File: src/sv/pfk_pkg.sv
// ----------------------------------------------------------------------------
// pfk_pkg: shared types and constants for the planar chain kinematics core
// Fixed-point formats, CORDIC arctangent table, multiplier sequencer codes.
// ----------------------------------------------------------------------------
package pfk_pkg;

  // Field widths of the channel words
  localparam int ANGLE_IN_BITS = 16;
  localparam int LEN_BITS      = 16;
  localparam int OUT_BITS      = 32;

  // Datapath configuration
  localparam int ANGLE_BITS   = 16;  // used low bits of the angle, 2^ANGLE_BITS = full turn
  localparam int FRAC_BITS    = 16;  // rotation entries Q2.FRAC_BITS
  localparam int CORDIC_STEPS = 16;
  localparam int POS_BITS     = 32;  // accumulated translation width

  // CORDIC datapath
  localparam int CORDIC_FRAC  = 30;
  localparam int ATAN_COUNT   = 24;
  localparam int ATAN_IDX_W   = $clog2(ATAN_COUNT);
  localparam int CORDIC_ITERS = (CORDIC_STEPS < ATAN_COUNT) ? CORDIC_STEPS : ATAN_COUNT;
  localparam int CNT_W        = $clog2(CORDIC_ITERS);
  localparam int CW           = 34;

  // Multiplier datapath
  localparam int ROT_W = FRAC_BITS + 2;
  localparam int VEC_W = LEN_BITS + ROT_W - (FRAC_BITS - 8);
  localparam int A_W   = (LEN_BITS + 1 > ROT_W) ? LEN_BITS + 1 : ROT_W;
  localparam int B_W   = (ROT_W > VEC_W) ? ROT_W : VEC_W;
  localparam int P_W   = A_W + B_W;
  localparam int ACC_W = P_W + 1;
  localparam int RR_W  = ACC_W - FRAC_BITS;

  localparam logic signed [ACC_W-1:0] HALF_V = ACC_W'((1 << (FRAC_BITS - 8)) >> 1);
  localparam logic signed [ACC_W-1:0] HALF_F = ACC_W'(1) << (FRAC_BITS - 1);

  typedef enum logic [2:0] {
    ST_IDLE,
    ST_CORDIC,
    ST_MAC,
    ST_DRAIN,
    ST_DONE
  } pfk_state_t;

  typedef enum logic [1:0] {
    MAC_LOAD,
    MAC_ADD,
    MAC_SUB
  } mac_mode_t;

  typedef enum logic [2:0] {
    DST_VX,
    DST_VY,
    DST_N00,
    DST_N01,
    DST_N10,
    DST_N11,
    DST_TX,
    DST_TY
  } mac_dst_t;

  typedef enum logic [3:0] {
    STEP_VX,
    STEP_VY,
    STEP_N00_A,
    STEP_N00_B,
    STEP_N01_A,
    STEP_N01_B,
    STEP_N10_A,
    STEP_N10_B,
    STEP_N11_A,
    STEP_N11_B,
    STEP_TX_A,
    STEP_TX_B,
    STEP_TY_A,
    STEP_TY_B
  } pfk_step_t;

  typedef struct packed {
    logic      valid;
    logic      last;   // final product of a sum, write back afterwards
    mac_mode_t mode;
    mac_dst_t  dst;
  } mac_op_t;

  typedef struct packed {
    logic     valid;
    mac_dst_t dst;
  } mac_res_t;

  // Arctangent of 2^-i in units of 2^-32 turn
  function automatic logic [31:0] atan_turn(input logic [ATAN_IDX_W-1:0] idx);
    logic [31:0] v;
    unique case (idx)
      5'd0:    v = 32'h20000000;
      5'd1:    v = 32'h12E4051E;
      5'd2:    v = 32'h09FB385B;
      5'd3:    v = 32'h051111D4;
      5'd4:    v = 32'h028B0D43;
      5'd5:    v = 32'h0145D7E1;
      5'd6:    v = 32'h00A2F61E;
      5'd7:    v = 32'h00517C55;
      5'd8:    v = 32'h0028BE53;
      5'd9:    v = 32'h00145F2F;
      5'd10:   v = 32'h000A2F98;
      5'd11:   v = 32'h000517CC;
      5'd12:   v = 32'h00028BE6;
      5'd13:   v = 32'h000145F3;
      5'd14:   v = 32'h0000A2FA;
      5'd15:   v = 32'h0000517D;
      5'd16:   v = 32'h000028BE;
      5'd17:   v = 32'h0000145F;
      5'd18:   v = 32'h00000A30;
      5'd19:   v = 32'h00000518;
      5'd20:   v = 32'h0000028C;
      5'd21:   v = 32'h00000146;
      5'd22:   v = 32'h000000A3;
      5'd23:   v = 32'h00000051;
      default: v = 32'h00000000;
    endcase
    return v;
  endfunction

endpackage

File: src/sv/pfk_mac.sv
// ----------------------------------------------------------------------------
// pfk_mac: shared multiply-accumulate unit
// Registered product, then load-with-round, add or subtract into the sum.
// ----------------------------------------------------------------------------
module pfk_mac import pfk_pkg::*; (
  input  logic                    clk,
  input  logic                    rst,
  input  mac_op_t                 op,
  input  logic signed [A_W-1:0]   a,
  input  logic signed [B_W-1:0]   b,
  output mac_res_t                res,
  output logic signed [ACC_W-1:0] acc
);

  mac_op_t              stg;
  logic signed [P_W-1:0] prod;
  logic signed [ACC_W-1:0] half;

  // rounding constant goes in with the first product
  assign half = (stg.dst == DST_VX || stg.dst == DST_VY) ? HALF_V : HALF_F;

  always_ff @(posedge clk) begin
    if (rst) begin
      stg <= '0;
      res <= '0;
    end else begin
      stg       <= op;
      res.valid <= stg.valid && stg.last;
      res.dst   <= stg.dst;
    end
  end

  always_ff @(posedge clk) begin
    prod <= a * b;
    if (stg.valid) begin
      unique case (stg.mode)
        MAC_LOAD: acc <= ACC_W'(prod) + half;
        MAC_ADD:  acc <= acc + ACC_W'(prod);
        MAC_SUB:  acc <= acc - ACC_W'(prod);
        default:  acc <= acc;
      endcase
    end
  end

endmodule

File: config.mk
export PLATFORM = sky130hd
export DESIGN_NAME = pfk_mac
export DESIGN_NICKNAME = d
export VERILOG_FILES = /design/src/sv/pfk_pkg.sv /design/src/sv/pfk_mac.sv
export SDC_FILE = /design/constraint.sdc
export NUM_CORES = 2
export LEC_CHECK = 0
export ABC_AREA = 0
export BUFFER_PORTS_ARGS = -buffer_cell sky130_fd_sc_hd__buf_2
export CAP_MARGIN = 20
export CORE_ASPECT_RATIO = 1.2
export CORE_MARGIN = 5
export CORE_UTILIZATION = 35
export CTS_CLUSTER_DIAMETER = 150
export DETAILED_ROUTE_END_ITERATION = 10
export SLEW_MARGIN = 40
export SYNTH_ARGS = -nofsm -noshare
export SYNTH_HDL_FRONTEND = slang
export SYNTH_SLANG_ARGS = --single-unit
File: constraint.sdc
create_clock -name clk -period 11.3 [get_ports clk]
set_input_delay 2.26 -clock clk [delete_from_list [all_inputs] [get_ports clk]]
set_output_delay 2.26 -clock clk [all_outputs]
set_load 0.02 [all_outputs]
Word level (Yosys, flattened, before mapping)
Index checks and enable logic that the tools add are counted.
{"block": "word_totals", "output_inout_bits": 49, "reg_bits": 100, "word_cells": 23, "in_bits": 53}
{"block": "op_classes", "eq_ne": 3, "muxes": 2, "addsub": 3, "reduce_logical": 6, "n_mul": 1}
{"operator": "$pmux 45 s3", "count": 1}
{"operator": "$add 44x17->45", "count": 1}
{"operator": "$add 45x44->45", "count": 1}
{"operator": "$sub 45x44->45", "count": 1}
{"operator": "$mul 18x26->44", "count": 1}
{"operator": "$mux 16", "count": 1}
{"operator": "$eq 3x1->1 const B", "count": 1}
{"operator": "$logic_not 3->1", "count": 1}
{"operator": "$reduce_bool 3->1", "count": 1}
{"operator": "$eq 2x1->1 const B", "count": 1}
{"operator": "$eq 2x2->1 const B", "count": 1}
{"operator": "$logic_not 2->1", "count": 1}
{"operator": "$reduce_and 2->1", "count": 1}
{"operator": "$logic_and 1x1->1", "count": 1}
{"operator": "$logic_or 1x1->1", "count": 1}

Longest topological paths before layout
{"block": "logic_depth", "depth_word": 5, "depth_mapped": 25, "depth_no_buf": 24}

Worst setup path before layout
Ideal clock, no wire load.
{"block": "synth_timing", "path_type": "input-to-reg", "startpoint": "input port b[22]", "endpoint": "register prod[42]", "slack_ns": 3.141, "arrival_ns": 8.032, "path_stages": 22, "required_time_ns": 11.173, "cell_sequence": "clkbuf_1 clkbuf_1 nand2_1 fa_1 fa_1 fa_1 inv_1 fa_1 fa_1 inv_1 fa_1 inv_1 ha_1 a21o_1 a21o_1 a221oi_1 nor2b_1 a311oi_1 o31ai_1 a31oi_1 o21ai_0 xor2_1"}
{"block": "synth_via", "elab_chain_len": 1}
{"item": "start, declared", "line_no": "pfk_mac.sv:10", "text": "input logic signed [B_W-1:0] b,"}
{"item": "$mul 18x26->44", "line_no": "pfk_mac.sv:34", "text": "prod <= a * b;"}
{"item": "end signal, assigned", "line_no": "pfk_mac.sv:34"}
{"item": "end, declared", "line_no": "pfk_mac.sv:16", "text": "logic signed [P_W-1:0] prod;"}
Every way passes these cells.
A chain may end at the register's enable or synchronous reset.

Final worst setup path
{"block": "layout_timing", "startpoint": "input port a[1]", "endpoint": "register prod[42]"}
{"block": "layout_via", "elab_chain_len": 1}
{"item": "start, declared", "line_no": "pfk_mac.sv:9", "text": "input logic signed [A_W-1:0] a,"}
{"item": "$mul 18x26->44", "line_no": "pfk_mac.sv:34"}
Every way passes these cells.

==> metrics.txt <==
top post-synthesis cells by area fa_1, inv_1, ha_1; Hold Path Origin stg[5]; Post-CTS Setup Bufs 0; TritonCTS Buffers 9; worst slack at placement 2310 ps; WS Path Type primary input to flop; Total GRT Usage 17.3%; Die Footprint 73000 um^2; commonest non-fill, non-tap cell in the layout inv_1; Port-buffer cells 101; Finished Layout Cells 3638; status finished, final reports clean; Seq/Total Area, Yosys 10.3%; clk_lat worst skew 380 ps; syn_area_per_cell 8.65 um^2; vias in the first global route 19100; CTS sink cnt 100; #FFs+latches synth 100; CP startpoint kind primary input; max-slew violations 0; Max Root-Sink Buffers 2; via-per-instance ratio 4.89; Setup Viol. Count Final 0; Synth Instances 2741; worst path buffer plus inverter count 6; Slew @ Worst Pin 783 ps; Worst Setup End Kind flop; Residual DRC 0; top cell type's share of synthesized area 38.7%; Reg2Reg Setup Slack 5690 ps; largest family of logic cells by synthesized area adder cells; Starting Density 35.3%; Routed Antenna Nets 0; Finished Core Util 37.5%; Syn Nets 3411; delay-heaviest family, CP adder cells; first-pass GRT wire length 101000 um; Chip Height 295 um; CTS-repair resized insts 0; async set or reset register ratio after synthesis 0%; Slew HR 47.3%; hold path cells 2; period utilisation layout 76.8%; GPL Wtd Cong 0.880; CP Max Fanout 26; synth warn 0; Critical R2R Launch prod[12]; clk_skew 9.55 ps; area leader, netlist fa_1; EDFF count, synth 45; Die X 248 um; FF-to-FF path depth 18; Worst EP required 11550 ps; initial antenna violation count 1; setup slack after layout 2620 ps; Post-Route WL 61000 um; simple-gate area share of the yosys netlist 16.5%; Area Overhead vs Synth 6.26%; r2r endpoint acc[44]; slowest CP cell a311oi_1; clock root buffer clkbuf_16; arrival time worst endpoint 8940 ps; Synth Cell Area 23700 um^2; Crit path largest cell delay 610 ps; Post-Synth XOR/XNOR Area 5.91%; final setup TNS 0 ps; cts hold-fix bufs 0; CTS tree built; Max Clk Rate 115 MHz; share of cells above drive strength 1 5.04%; row count 104; Avg WL per Cell 16.8 um; Fin. Hold Viols 0; DPL Wire Length 49500 um; commonest non-fill, non-tap cells in the layout inv_1, fa_1, nand2_1, and2_1, ha_1; GRT Residual Overflow 0; adder-cell share of the synthesized area 47.1%; core box area 67100 um^2; pin count of the biggest net entering global routing 86; dominant synthesized flop cell dfxtp_1; crit path cell chain buf_2 -> nand2_1 -> fa_1 -> fa_1 -> inv_1 -> ha_1 -> inv_1 -> fa_1 -> inv_1 -> fa_1 -> inv_1 -> fa_1 -> inv_1 -> ha_1 -> a211oi_1 -> o21ai_0 -> a211oi_1 -> o21ai_0 -> a311oi_1 -> o31ai_1 -> a31oi_1 -> o21ai_0 -> xor2_1; Reg clk slew, reported paths 70 ps; number of DRC markers in iteration 0 929; Unique masters post-synth 69; minimum clock period 8680 ps; min-delay worst type flop to flop; H-tree levels 3; compound-cell area share of the yosys netlist 8.83%; RSZ-0062 raised after global routing false; final net count 3401; Placed Instances 3620; Max-cap violations 0; hold endpoint res[3]; vias 17800; DR pass1 iterations 5; mux cell area share after synthesis 0.216%; I/O pin total 102
cell usage after synthesis, drive strengths merged, types with 12 or more instances:
cell	instances
edfxtp	45
nand2b	18
clkbuf	124
nor3	24
ha	159
and3	14
xnor2	117
dfxtp	55
nand4	19
nand3	21
inv	571
fa	458
and2	170
nand2	390
a21o	48
o21ai	78
nor2b	19
o21bai	12
a21oi	108
xor2	43
nor2	118
sequential cells by signal (all words and copies together), names as in the netlist:
| signal | cells |
|---|---|
| acc | 45 |
| stg | 7 |
| res | 4 |
| prod | 44 |
kinds of logic (layout without fill, tap and decap cells):
kind of cell	Yosys count	after routing
XOR/XNOR	160	160
other	0	1
multiplexers	5	5
AND/OR/NAND/NOR	827	827
buffers and inverters	699	694
adder cells (fa/ha/maj)	617	617
AO/OA/AOI/OAI	333	333
flip-flops	100	100
stage by stage:
stage / hold WS (ps) / instance area (um^2)
after floorplan: 395 / 23700
after CTS: 414 / 25200
after global placement: 405 / 24900
after detailed placement: 404 / 24900
after global routing: 429 / 25200
final: 409 / 25200
cell type report:
class | count | area, um^2
inverter | 571 | 2140
multi-input combinational | 1942 | 18600
sequential | 100 | 2450
antenna | 1 | 2.50
tap | 901 | 1130
timing repair buffer | 107 | 563
clock inverter | 5 | 26.3
clock buffer | 11 | 243
fill | 6976 | 42000
worst register-to-register path: stages, from the launching register on:
cell       delay, ps
dfxtp_1          390
or3_1            390
or3_1            340
or4b_4           570
nor2_4           250
nand2_1          130
nor4_1           530
a21oi_1          160
xnor2_1          210
ha_1             480
nand4_1          190
nor2_1           260
nand2_1          180
a2111oi_0        410
a221oi_1         180
a311oi_1         320
a21oi_1          120
xnor2_1          160
mux2i_1           80
worst max-delay path by stage:
stage	cells past startpoint	to	slack [ps]	startpoint
global route	23	prod[42]	2250	a[1]
CTS	24	prod[42]	2680	a[2]
finish	23	prod[42]	2620	a[1]
detailed placement	24	prod[42]	2310	a[2]
floorplan	22	prod[42]	3140	b[22]
global placement	23	prod[42]	2350	a[1]
per-layer routing:
layer  up-vias  track usage (%)  part of all wire, %
li1       8333                -                    -
met1      8876             21.8                   42
met2       458             30.8                   50
met3       106             2.12                  4.9
met4         0             5.44                  3.2
met5         -                0                    0
Power is left out: the tool's default activity adds up to more than one toggle a clock period on the data nets, which glitch-free logic cannot reach.
