[src/sv/pfk_pkg.sv]
// ----------------------------------------------------------------------------
// pfk_pkg: shared types and constants for the planar chain kinematics core
// Fixed-point formats, CORDIC arctangent table, multiplier sequencer codes.
// ----------------------------------------------------------------------------
package pfk_pkg;

  // Field widths of the channel words
  localparam int ANGLE_IN_BITS = 16;
  localparam int LEN_BITS      = 16;
  localparam int OUT_BITS      = 32;

  // Datapath configuration
  localparam int ANGLE_BITS   = 16;  // used low bits of the angle, 2^ANGLE_BITS = full turn
  localparam int FRAC_BITS    = 16;  // rotation entries Q2.FRAC_BITS
  localparam int CORDIC_STEPS = 16;
  localparam int POS_BITS     = 32;  // accumulated translation width

  // CORDIC datapath
  localparam int CORDIC_FRAC  = 30;
  localparam int ATAN_COUNT   = 24;
  localparam int ATAN_IDX_W   = $clog2(ATAN_COUNT);
  localparam int CORDIC_ITERS = (CORDIC_STEPS < ATAN_COUNT) ? CORDIC_STEPS : ATAN_COUNT;
  localparam int CNT_W        = $clog2(CORDIC_ITERS);
  localparam int CW           = 34;

  // Multiplier datapath
  localparam int ROT_W = FRAC_BITS + 2;
  localparam int VEC_W = LEN_BITS + ROT_W - (FRAC_BITS - 8);
  localparam int A_W   = (LEN_BITS + 1 > ROT_W) ? LEN_BITS + 1 : ROT_W;
  localparam int B_W   = (ROT_W > VEC_W) ? ROT_W : VEC_W;
  localparam int P_W   = A_W + B_W;
  localparam int ACC_W = P_W + 1;
  localparam int RR_W  = ACC_W - FRAC_BITS;

  localparam logic signed [ACC_W-1:0] HALF_V = ACC_W'((1 << (FRAC_BITS - 8)) >> 1);
  localparam logic signed [ACC_W-1:0] HALF_F = ACC_W'(1) << (FRAC_BITS - 1);

  typedef enum logic [2:0] {
    ST_IDLE,
    ST_CORDIC,
    ST_MAC,
    ST_DRAIN,
    ST_DONE
  } pfk_state_t;

  typedef enum logic [1:0] {
    MAC_LOAD,
    MAC_ADD,
    MAC_SUB
  } mac_mode_t;

  typedef enum logic [2:0] {
    DST_VX,
    DST_VY,
    DST_N00,
    DST_N01,
    DST_N10,
    DST_N11,
    DST_TX,
    DST_TY
  } mac_dst_t;

  typedef enum logic [3:0] {
    STEP_VX,
    STEP_VY,
    STEP_N00_A,
    STEP_N00_B,
    STEP_N01_A,
    STEP_N01_B,
    STEP_N10_A,
    STEP_N10_B,
    STEP_N11_A,
    STEP_N11_B,
    STEP_TX_A,
    STEP_TX_B,
    STEP_TY_A,
    STEP_TY_B
  } pfk_step_t;

  typedef struct packed {
    logic      valid;
    logic      last;   // final product of a sum, write back afterwards
    mac_mode_t mode;
    mac_dst_t  dst;
  } mac_op_t;

  typedef struct packed {
    logic     valid;
    mac_dst_t dst;
  } mac_res_t;

  // Arctangent of 2^-i in units of 2^-32 turn
  function automatic logic [31:0] atan_turn(input logic [ATAN_IDX_W-1:0] idx);
    logic [31:0] v;
    unique case (idx)
      5'd0:    v = 32'h20000000;
      5'd1:    v = 32'h12E4051E;
      5'd2:    v = 32'h09FB385B;
      5'd3:    v = 32'h051111D4;
      5'd4:    v = 32'h028B0D43;
      5'd5:    v = 32'h0145D7E1;
      5'd6:    v = 32'h00A2F61E;
      5'd7:    v = 32'h00517C55;
      5'd8:    v = 32'h0028BE53;
      5'd9:    v = 32'h00145F2F;
      5'd10:   v = 32'h000A2F98;
      5'd11:   v = 32'h000517CC;
      5'd12:   v = 32'h00028BE6;
      5'd13:   v = 32'h000145F3;
      5'd14:   v = 32'h0000A2FA;
      5'd15:   v = 32'h0000517D;
      5'd16:   v = 32'h000028BE;
      5'd17:   v = 32'h0000145F;
      5'd18:   v = 32'h00000A30;
      5'd19:   v = 32'h00000518;
      5'd20:   v = 32'h0000028C;
      5'd21:   v = 32'h00000146;
      5'd22:   v = 32'h000000A3;
      5'd23:   v = 32'h00000051;
      default: v = 32'h00000000;
    endcase
    return v;
  endfunction

endpackage

[src/sv/pfk_cordic.sv]
// ----------------------------------------------------------------------------
// pfk_cordic: iterative CORDIC rotator
// One micro-rotation per cycle, then quadrant fix, rounding and saturation.
// ----------------------------------------------------------------------------
module pfk_cordic import pfk_pkg::*; (
  input  logic                     clk,
  input  logic                     rst,
  input  logic                     start,
  input  logic [ANGLE_IN_BITS-1:0] angle,
  output logic                     done,
  output logic signed [ROT_W-1:0]  cos_val,
  output logic signed [ROT_W-1:0]  sin_val
);

  localparam int SH = CORDIC_FRAC - FRAC_BITS;
  localparam int RW = CW - SH;
  localparam logic signed [CW-1:0] GAIN = CW'(32'h26DD3B6A);
  localparam logic signed [CW-1:0] HALF = CW'(1) << (SH - 1);
  localparam logic signed [RW-1:0] RMAX = {{(RW-ROT_W+1){1'b0}}, {(ROT_W-1){1'b1}}};
  localparam logic signed [RW-1:0] RMIN = {{(RW-ROT_W+1){1'b1}}, {(ROT_W-1){1'b0}}};

  logic              busy;
  logic              fin;
  logic [CNT_W-1:0]  cnt;
  logic signed [CW-1:0] x, y, z;
  logic [1:0]        quad;

  logic [31:0] turn, qsum, resid;
  logic signed [CW-1:0] xs, ys, at;
  logic signed [CW-1:0] xq, yq, xh, yh;
  logic signed [RW-1:0] xr, yr;

  always_comb begin
    turn  = (32'(angle) & ((32'd1 << ANGLE_BITS) - 32'd1)) << (32 - ANGLE_BITS);
    qsum  = turn + 32'h4000_0000;
    resid = turn - {qsum[31:30], 30'd0};
    xs    = x >>> cnt;
    ys    = y >>> cnt;
    at    = $signed(CW'(atan_turn(ATAN_IDX_W'(cnt))));
  end

  // Quadrant restore is an exact quarter-turn rotation
  always_comb begin
    unique case (quad)
      2'd0: begin
        xq = x;
        yq = y;
      end
      2'd1: begin
        xq = -y;
        yq = x;
      end
      2'd2: begin
        xq = -x;
        yq = -y;
      end
      default: begin
        xq = y;
        yq = -x;
      end
    endcase
    xh = (xq + HALF) >>> SH;
    yh = (yq + HALF) >>> SH;
    xr = xh[RW-1:0];
    yr = yh[RW-1:0];
  end

  always_ff @(posedge clk) begin
    if (rst) begin
      busy <= 1'b0;
      fin  <= 1'b0;
      done <= 1'b0;
    end else begin
      done <= fin;
      fin  <= 1'b0;
      if (start) begin
        busy <= 1'b1;
      end else if (busy && cnt == CNT_W'(CORDIC_ITERS - 1)) begin
        busy <= 1'b0;
        fin  <= 1'b1;
      end
    end
  end

  always_ff @(posedge clk) begin
    if (start) begin
      x    <= GAIN;
      y    <= '0;
      z    <= CW'($signed(resid));
      quad <= qsum[31:30];
      cnt  <= '0;
    end else if (busy) begin
      if (!z[CW-1]) begin
        x <= x - ys;
        y <= y + xs;
        z <= z - at;
      end else begin
        x <= x + ys;
        y <= y - xs;
        z <= z + at;
      end
      cnt <= cnt + 1'b1;
    end
    if (fin) begin
      if (xr > RMAX)      cos_val <= RMAX[ROT_W-1:0];
      else if (xr < RMIN) cos_val <= RMIN[ROT_W-1:0];
      else                cos_val <= xr[ROT_W-1:0];
      if (yr > RMAX)      sin_val <= RMAX[ROT_W-1:0];
      else if (yr < RMIN) sin_val <= RMIN[ROT_W-1:0];
      else                sin_val <= yr[ROT_W-1:0];
    end
  end

endmodule

[config.mk]
export PLATFORM = sky130hd
export DESIGN_NAME = pfk_cordic
export DESIGN_NICKNAME = d
export VERILOG_FILES = /design/src/sv/pfk_pkg.sv /design/src/sv/pfk_cordic.sv
export SDC_FILE = /design/constraint.sdc
export NUM_CORES = 1
export LEC_CHECK = 0
export BUFFER_PORTS_ARGS = -buffer_cell sky130_fd_sc_hd__buf_2
export CORE_ASPECT_RATIO = 1.5
export CORE_MARGIN = 2
export CORE_UTILIZATION = 50
export CTS_BUF_LIST = sky130_fd_sc_hd__clkbuf_4
export CTS_CLUSTER_DIAMETER = 100
export DETAILED_ROUTE_END_ITERATION = 8
export HOLD_SLACK_MARGIN = 0.1
export PLACE_DENSITY = 0.66
export SYNTH_ARGS = -nofsm -noshare
export SYNTH_HDL_FRONTEND = slang
export SYNTH_SLANG_ARGS = --single-unit
[constraint.sdc]
create_clock -name clk -period 7.9 [get_ports clk]
set_input_delay 1.58 -clock clk [delete_from_list [all_inputs] [get_ports clk]]
set_output_delay 1.58 -clock clk [all_outputs]
set_load 0.05 [all_outputs]
==> After elaboration in Yosys (flattened, before gate mapping) <==
Memories as Yosys holds them, arrays and structs flattened. A register that Yosys moved wholly into a read port is not among the register bits.
Cells that the tools add are included.
{ "word_totals": {"register_bits": 147, "rom_bits": 480, "inputBits": 19, "out_inout_bits": 37, "wordCells": 52, "mem_count": 1} }
{ "memory_table": {"columns": ["name", "depth", "word_bits", "rd", "rd_clocked_by_memory_dff", "write_ports", "line", "text"], "rows": [
  ["(name not given)", 16, 30, 1, 1, 0, "pfk_pkg.sv:95", "unique case (idx)"]
]} }
{ "op_classes": {"addsub": 13, "order_cmp": 4, "n_eq_ne": 3, "shifts": 2, "mux": 14, "reduce_logical": 5} }
{ "ops": {"columns": ["cell", "count"], "rows": [
  ["case mux 34 bit (3 select lines)", 2],
  ["two-way mux 34 bit", 5],
  ["adder 34 x 15 -> 34 bit, second input constant", 2],
  ["adder 34 bit", 2],
  ["negator 34 bit", 2],
  [">>> shifter 34 x 4 -> 34 bit", 2],
  ["subtractor 34 bit", 2],
  ["greater-than comparator 20 x 18 -> 1 bit, second input constant", 2],
  ["< comparator 20 x 18 -> 1 bit, second input constant", 2],
  ["two-way mux 18 bit", 2],
  ["adder 34 x 33 -> 34 bit", 1],
  ["subtractor 34 x 33 -> 34 bit", 1],
  ["adder 32 x 31 -> 32 bit, second input constant", 1],
  ["subtractor 32 bit", 1],
  ["two-way mux 4 bit", 2],
  ["adder 4 x 1 -> 4 bit, second input constant", 1],
  ["equality test 4 bit, second input constant", 1],
  ["nonzero test 2 bit", 2],
  ["two-way mux 1 bit", 3],
  ["equality test 2 x 1 -> 1 bit, second input constant", 1],
  ["equality test 2 bit, second input constant", 1],
  ["logical NOT 2 bit", 1],
  ["OR reduction 2 bit", 1],
  ["logical AND 1 bit", 1]
]} }

==> Logic depth before layout (Yosys ltp) <==
{ "depth": {"ltp_word": 5, "mapped_depth": 28, "mapped_depth_nobuf": 24} }

==> Least setup slack after synthesis <==
No wires, ideal clock.
{ "synth_timing": {"path_kind": "register to register", "startpoint": "register cnt[2]", "endpoint": "register y[33]", "setup_ns": 0.116, "arrival_ns": 6.118, "t_required_ns": 7.784, "setup_slack_ns": 1.666, "path_stages_with_launch": 26, "path_buffers": 6, "synth_period_minus_slack_ns": 6.234, "cell_sequence": "dfxtp_1 buf_1 clkbuf_1 buf_1 buf_1 clkbuf_1 clkbuf_1 nand3_1 o21ai_0 ha_1 nand2_1 or3_1 or2_2 nor3_1 a21oi_1 xor2_1 ha_1 and4_1 and2_1 o311ai_0 a31oi_1 a31oi_1 o21ai_0 xnor2_1 a21oi_1 a31o_2"} }
{ "synth_between": {"elab_chain_len": 3, "word_cells_on_any_way": 4, "cone_classes": "2 x add/sub; 1 x shift; 1 x mux"} }
{ "synth_rtl": {"columns": ["element", "line", "text"], "rows": [
  ["start, declared", "pfk_cordic.sv:24", "logic [CNT_W-1:0] cnt;"],
  ["start signal, assigned", "pfk_cordic.sv:102", "cnt <= cnt + 1'b1;"],
  [">>> shifter 34 x 4 -> 34 bit (*)", "pfk_cordic.sv:37", "xs = x >>> cnt;"],
  ["adder 34 bit / subtractor 34 bit (equally long branches)", "pfk_cordic.sv:95, pfk_cordic.sv:99", null],
  ["two-way mux 34 bit (*)", "pfk_cordic.sv:93", "if (!z[CW-1]) begin"],
  ["end signal, assigned", "pfk_cordic.sv:95", "y <= y + xs;"],
  ["end signal, assigned", "pfk_cordic.sv:99", "y <= y - xs;"],
  ["end, declared", "pfk_cordic.sv:25", "logic signed [CW-1:0] x, y, z;"]
]} }
Mark *: on every way between the ends. The rest lies on a longest branch, timed or not.
A chain may end at the register's enable or synchronous reset.

==> Worst setup path after layout <==
{ "layout_timing": {"startpoint": "register cnt[1]", "endpoint": "register y[33]"} }
Same word-level chain as after synthesis.

==> implementation parameters <==
Parameter                              Value

Outcome
  Run status    complete, no violations

Floorplanning
  Total core area    38,540 um2
  Die width    165.6 um
  Cell Rows    88
  Die height    ~250 um
  Num ports    56
  Total Die Area    roughly 41,000 um2
  Starting Density    0.5082

Worst hold path
  Hold Crit Class    flop to flop
  Cell depth of the worst hold path    2
  Launch point of the worst hold path    x[2]$_SDFFE_PP0P_
  Worst hold endpoint    x[2]$_SDFFE_PP0P_

Global routing
  Initial antenna violation count    3
  Overall global routing resource usage    0.2817
  Remaining global-route overflow    0
  Pin count of the biggest net entering global routing    100
  First-pass GRT wire length    roughly 90 mm
  Vias in the first global route    around 18,000

Setup path
  Worst path required time    ~8.5 ns
  Number of cells on the worst reg-to-reg path    19
  Slowest stage cell, crit path    sky130_fd_sc_hd__dfxtp_4
  Classification of the worst setup path    flop to flop
  Combined buffer and inverter count along the critical path    0
  Worst path depth    19
  Internal reg-to-reg setup slack    roughly 1.1 ns
  Critical path endpoint category    flop
  Startpoint kind of the worst setup timing path    flop
  Critical path, cell by cell    mux4_2 > mux4_2 > nor2_1 > nand2_1 > or3_1 > or2_2 > nor3_1 > a21oi_1 > xor2_1 > ha_1 > and4_1 > and2_1 > o311ai_0 > a31oi_1 > a31oi_1 > o21ai_0 > xnor2_1 > a21oi_1 > a31o_2
  CP delay by family, top    compound AO/OA/AOI/OAI gates
  Endpoint arrival time on the critical path    between 7 and 8 ns
  FF-to-FF End    y[33]$_SDFFE_PP0P_
  Delay contributed by the slowest stage of the critical path    0.93 ns
  RR Startpoint    cnt[1]$_SDFFE_PP0P_
  Worst Path Max Fanout    54

Clock network
  Clock slew at the register clock pins of the worst setup and hold paths    0.19 ns
  CTS buffer count    17
  CTS tree    yes
  CTS resizes    0
  Root Driver    sky130_fd_sc_hd__clkbuf_4
  Hold-fix buffers at CTS    0
  TritonCTS Sinks    about 180
  Number of buffers on the longest clock path    2
  Clk_lat worst skew    between 0.6 and 0.7 ns
  # Post-CTS Setup Buffers    0
  Maximum level of the CTS H-tree    4

Power and ir drop
  Switch share    0.5177
  Power per Cell Area    445.6 nW/um2
  Internal power consumption    about 4400 uW
  Register share of total power    0.199
  Logic pwr share    0.739
  Worst voltage drop across the vdd grid    ~0.22 mV
  Total net switching power    4695 uW
  Total leakage power    roughly 0.0083 uW
  Clock network fraction of design power    0.062

Synth
  Gate count after technology mapping    ~2,300
  Distinct cell type count of the synthesized netlist    92
  Mapped Area    19,590 um2
  Number of storage elements in the synthesis netlist    around 180
  Async SR Flop Fraction    0
  Flip-flop cell with the highest count after synthesis    sky130_fd_sc_hd__dfxtp_1
  Number of flops mapped to enable cells by yosys    between 70 and 80
  Part of the Yosys area used for sequential elements    0.2177
  Synthesis warning total    0
  Mean cell area of the mapped netlist    approximately 8.6 um2
  Mapped Nets    about 2,400

Finish
  Share of layout cells above drive strength 1    0.1441
  Area growth from synthesis to final layout    3.916%
  Total of fill cells in the finished design    around 3,600
  Nets    2,363

STA
  Final Hold Viols    0
  Final setup viols    0
  Unrepaired setup endpoints after global routing    false
  Max-slew violation count    0
  Fin Hold WS    approximately 0.57 ns
  Final TNS setup    0 ns
  Top achievable clock speed    around 0.15 GHz
  Transition time at the pin with the least slew margin    1.082 ns
  Shortest period the worst path allows    between 6 and 7 ns
  Clock skew after layout    around 0.037 ns
  Normalized max-slew margin    0.2787
  Post-route clock period utilization    0.8619

Detailed routing
  Number of vias after detailed routing    around 18,000
  WL met1    roughly 20 mm
  Vias per std cell    about 6.4
  Highest metal layer with signal wires    met5
  Wire length after detailed routing    between 50 and 60 mm
  Pre-antenna DRT Iters    7
  Final routed wire length divided by cell count    between 20 and 25 um
  Length of routed met3 wiring    around 2.5 mm
  DRC violations left    0
  Number of routed nets with antenna violations    0
  Detailed-routed wire length on met2    about 30 mm
  Drt initial violations    between 1,000 and 1,500

Place
  Routability Congestion    about 0.94
  Number of input and output port buffers inserted    between 50 and 60
  Sum of net half-perimeters after detailed placement    between 40 and 50 mm

Flow run
  Number of maximum-capacitance violations    0
==> cells by family (layout without fill, tap and decap cells) <==
logic type | Yosys count | after routing | synth area share
AOI/OAI and AO/OA | 614 | 614 | 0.2049
xor gates and xnor gates | 268 | 268 | 0.1198
adders and majority gates | 116 | 116 | 0.07513
buffers and inverters | 205 | 165 | 0.04280
DFF | 177 | 177 | 0.2177
muxes | 222 | 222 | 0.1703
other | 0 | 2 | 0
and+or+nand+nor | 680 | 680 | 0.1693
==> state kept, by name (all words and copies together), names as in the netlist <==
name     count
x           34
y           34
z           34
at          30
cos_val     18
sin_val     18
cnt          4
quad         2
busy         1
done         1
fin          1
==> synth_stat cells, types with 26 or more instances <==
library cell | instances | share of area
sky130_fd_sc_hd__inv_1 | 50 | 0.0096
sky130_fd_sc_hd__nor3_1 | 44 | 0.011
sky130_fd_sc_hd__nor2_1 | 215 | 0.041
sky130_fd_sc_hd__a21oi_1 | 192 | 0.049
sky130_fd_sc_hd__nand3_1 | 37 | 0.0095
sky130_fd_sc_hd__nor4_1 | 27 | 0.0086
sky130_fd_sc_hd__o21ai_0 | 115 | 0.029
sky130_fd_sc_hd__nand2b_1 | 26 | 0.0083
sky130_fd_sc_hd__a21o_1 | 52 | 0.020
sky130_fd_sc_hd__xnor2_1 | 153 | 0.068
sky130_fd_sc_hd__mux2_2 | 59 | 0.034
sky130_fd_sc_hd__mux2i_1 | 80 | 0.041
sky130_fd_sc_hd__a31oi_1 | 43 | 0.014
sky130_fd_sc_hd__nand2_1 | 164 | 0.031
sky130_fd_sc_hd__clkbuf_1 | 99 | 0.019
sky130_fd_sc_hd__xor2_1 | 115 | 0.051
sky130_fd_sc_hd__dfxtp_1 | 105 | 0.11
sky130_fd_sc_hd__ha_1 | 112 | 0.072
sky130_fd_sc_hd__mux4_2 | 83 | 0.095
sky130_fd_sc_hd__edfxtp_1 | 72 | 0.11
sky130_fd_sc_hd__o21a_1 | 26 | 0.010
==> power by group through the flow <==
stage                     logic (uW)  clock network (uW)  registers, uW
after global placement          6470                   0           1790
after detailed placement        6600                   0           1800
after CTS                       6640                 580           1780
after floorplan                 5540                   0           1420
after global routing            7430                 607           1820
final                           6700                 562           1810
==> metrics by stage <==
| step | utilization | setup slack (ns) | power [uW] | instances | instance area, um2 |
|---|---|---|---|---|---|
| after global routing | 0.5281 | 0.5567 | 9855 | 2739 | 20350 |
| after detailed placement | 0.5202 | 1.170 | 8394 | 2705 | 20050 |
| after global placement | 0.5202 | 1.168 | 8255 | 2705 | 20050 |
| after floorplan | - | 1.666 | 6966 | 2282 | 19590 |
| final | 0.5281 | 1.091 | 9068 | 2739 | 20350 |
| after CTS | 0.5280 | 1.157 | 8995 | 2737 | 20350 |
==> layout make-up <==
class                   instances  area [um2]  area share
diodes                          2       5.005   0.0002459
clock buffers                  18       135.1    0.006640
clock inverters                14       163.9    0.008054
inverters                      55       206.4     0.01014
multi-input cells            1900       14490      0.7117
flip-flops and latches        177        4274      0.2100
well taps                     495       619.3     0.03043
repair buffers                 78       462.9     0.02275
==> placed cells by master, fill, tap and decap left out, types with 14 or more instances in the layout <==
cell type | Yosys | routed
sky130_fd_sc_hd__a41oi_1 | 17 | 17
sky130_fd_sc_hd__nand4_1 | 18 | 18
sky130_fd_sc_hd__a31oi_1 | 43 | 43
sky130_fd_sc_hd__o31ai_1 | 17 | 17
sky130_fd_sc_hd__mux4_2 | 83 | 83
sky130_fd_sc_hd__edfxtp_1 | 72 | 72
sky130_fd_sc_hd__inv_1 | 50 | 50
sky130_fd_sc_hd__nand2_1 | 164 | 164
sky130_fd_sc_hd__a21o_1 | 52 | 52
sky130_fd_sc_hd__a21oi_1 | 192 | 192
sky130_fd_sc_hd__or2_2 | 20 | 20
sky130_fd_sc_hd__nor3_1 | 44 | 44
sky130_fd_sc_hd__nand3_1 | 37 | 37
sky130_fd_sc_hd__xnor2_1 | 153 | 153
sky130_fd_sc_hd__nor2b_1 | 24 | 24
sky130_fd_sc_hd__a211oi_1 | 14 | 14
sky130_fd_sc_hd__xor2_1 | 115 | 115
sky130_fd_sc_hd__clkbuf_4 | 0 | 18
sky130_fd_sc_hd__mux2_2 | 59 | 59
sky130_fd_sc_hd__buf_2 | 19 | 54
sky130_fd_sc_hd__and2_1 | 18 | 18
sky130_fd_sc_hd__and3_1 | 24 | 24
sky130_fd_sc_hd__ha_1 | 112 | 112
sky130_fd_sc_hd__nor4_1 | 27 | 27
sky130_fd_sc_hd__or3_1 | 18 | 18
sky130_fd_sc_hd__dfxtp_1 | 105 | 99
sky130_fd_sc_hd__nor2_1 | 215 | 214
sky130_fd_sc_hd__buf_4 | 4 | 23
sky130_fd_sc_hd__mux2i_1 | 80 | 80
sky130_fd_sc_hd__nand2b_1 | 26 | 26
sky130_fd_sc_hd__o21a_1 | 26 | 26
sky130_fd_sc_hd__o21ai_0 | 115 | 115
sky130_fd_sc_hd__o21bai_1 | 17 | 17
==> routing by layer <==
layer | up-vias | global-route usage
met4 | 2 | 0.1869
met1 | 8442 | 0.2906
li1 | 8347 | -
met5 | - | 0
met3 | 232 | 0.03569
met2 | 609 | 0.5225
==> worst register-to-register path: cells and delay by family, from the launching register on <==
family	cells	cell delay (ns)
AOI/OAI and AO/OA	7	2.02
and+or+nand+nor	7	1.83
muxes	2	1.23
DFF	1	0.93
xor gates and xnor gates	2	0.40
adders and majority gates	1	0.34
==> worst max-delay path by stage <==
| stage | start | end |
|---|---|---|
| 3_3_place_gp | cnt[1]$_SDFFE_PP0P_ | y[33]$_SDFFE_PP0P_ |
| 4_1_cts | cnt[1]$_SDFFE_PP0P_ | y[33]$_SDFFE_PP0P_ |
| 5_1_grt | cnt[1]$_SDFFE_PP0P_ | y[33]$_SDFFE_PP0P_ |
| 6_report | cnt[1]$_SDFFE_PP0P_ | y[33]$_SDFFE_PP0P_ |
| 3_5_place_dp | cnt[1]$_SDFFE_PP0P_ | y[33]$_SDFFE_PP0P_ |
| 2_1_floorplan | cnt[2]$_SDFFE_PP0P_ | y[33]$_SDFFE_PP0P_ |
(Power assumes the default switching activity.)
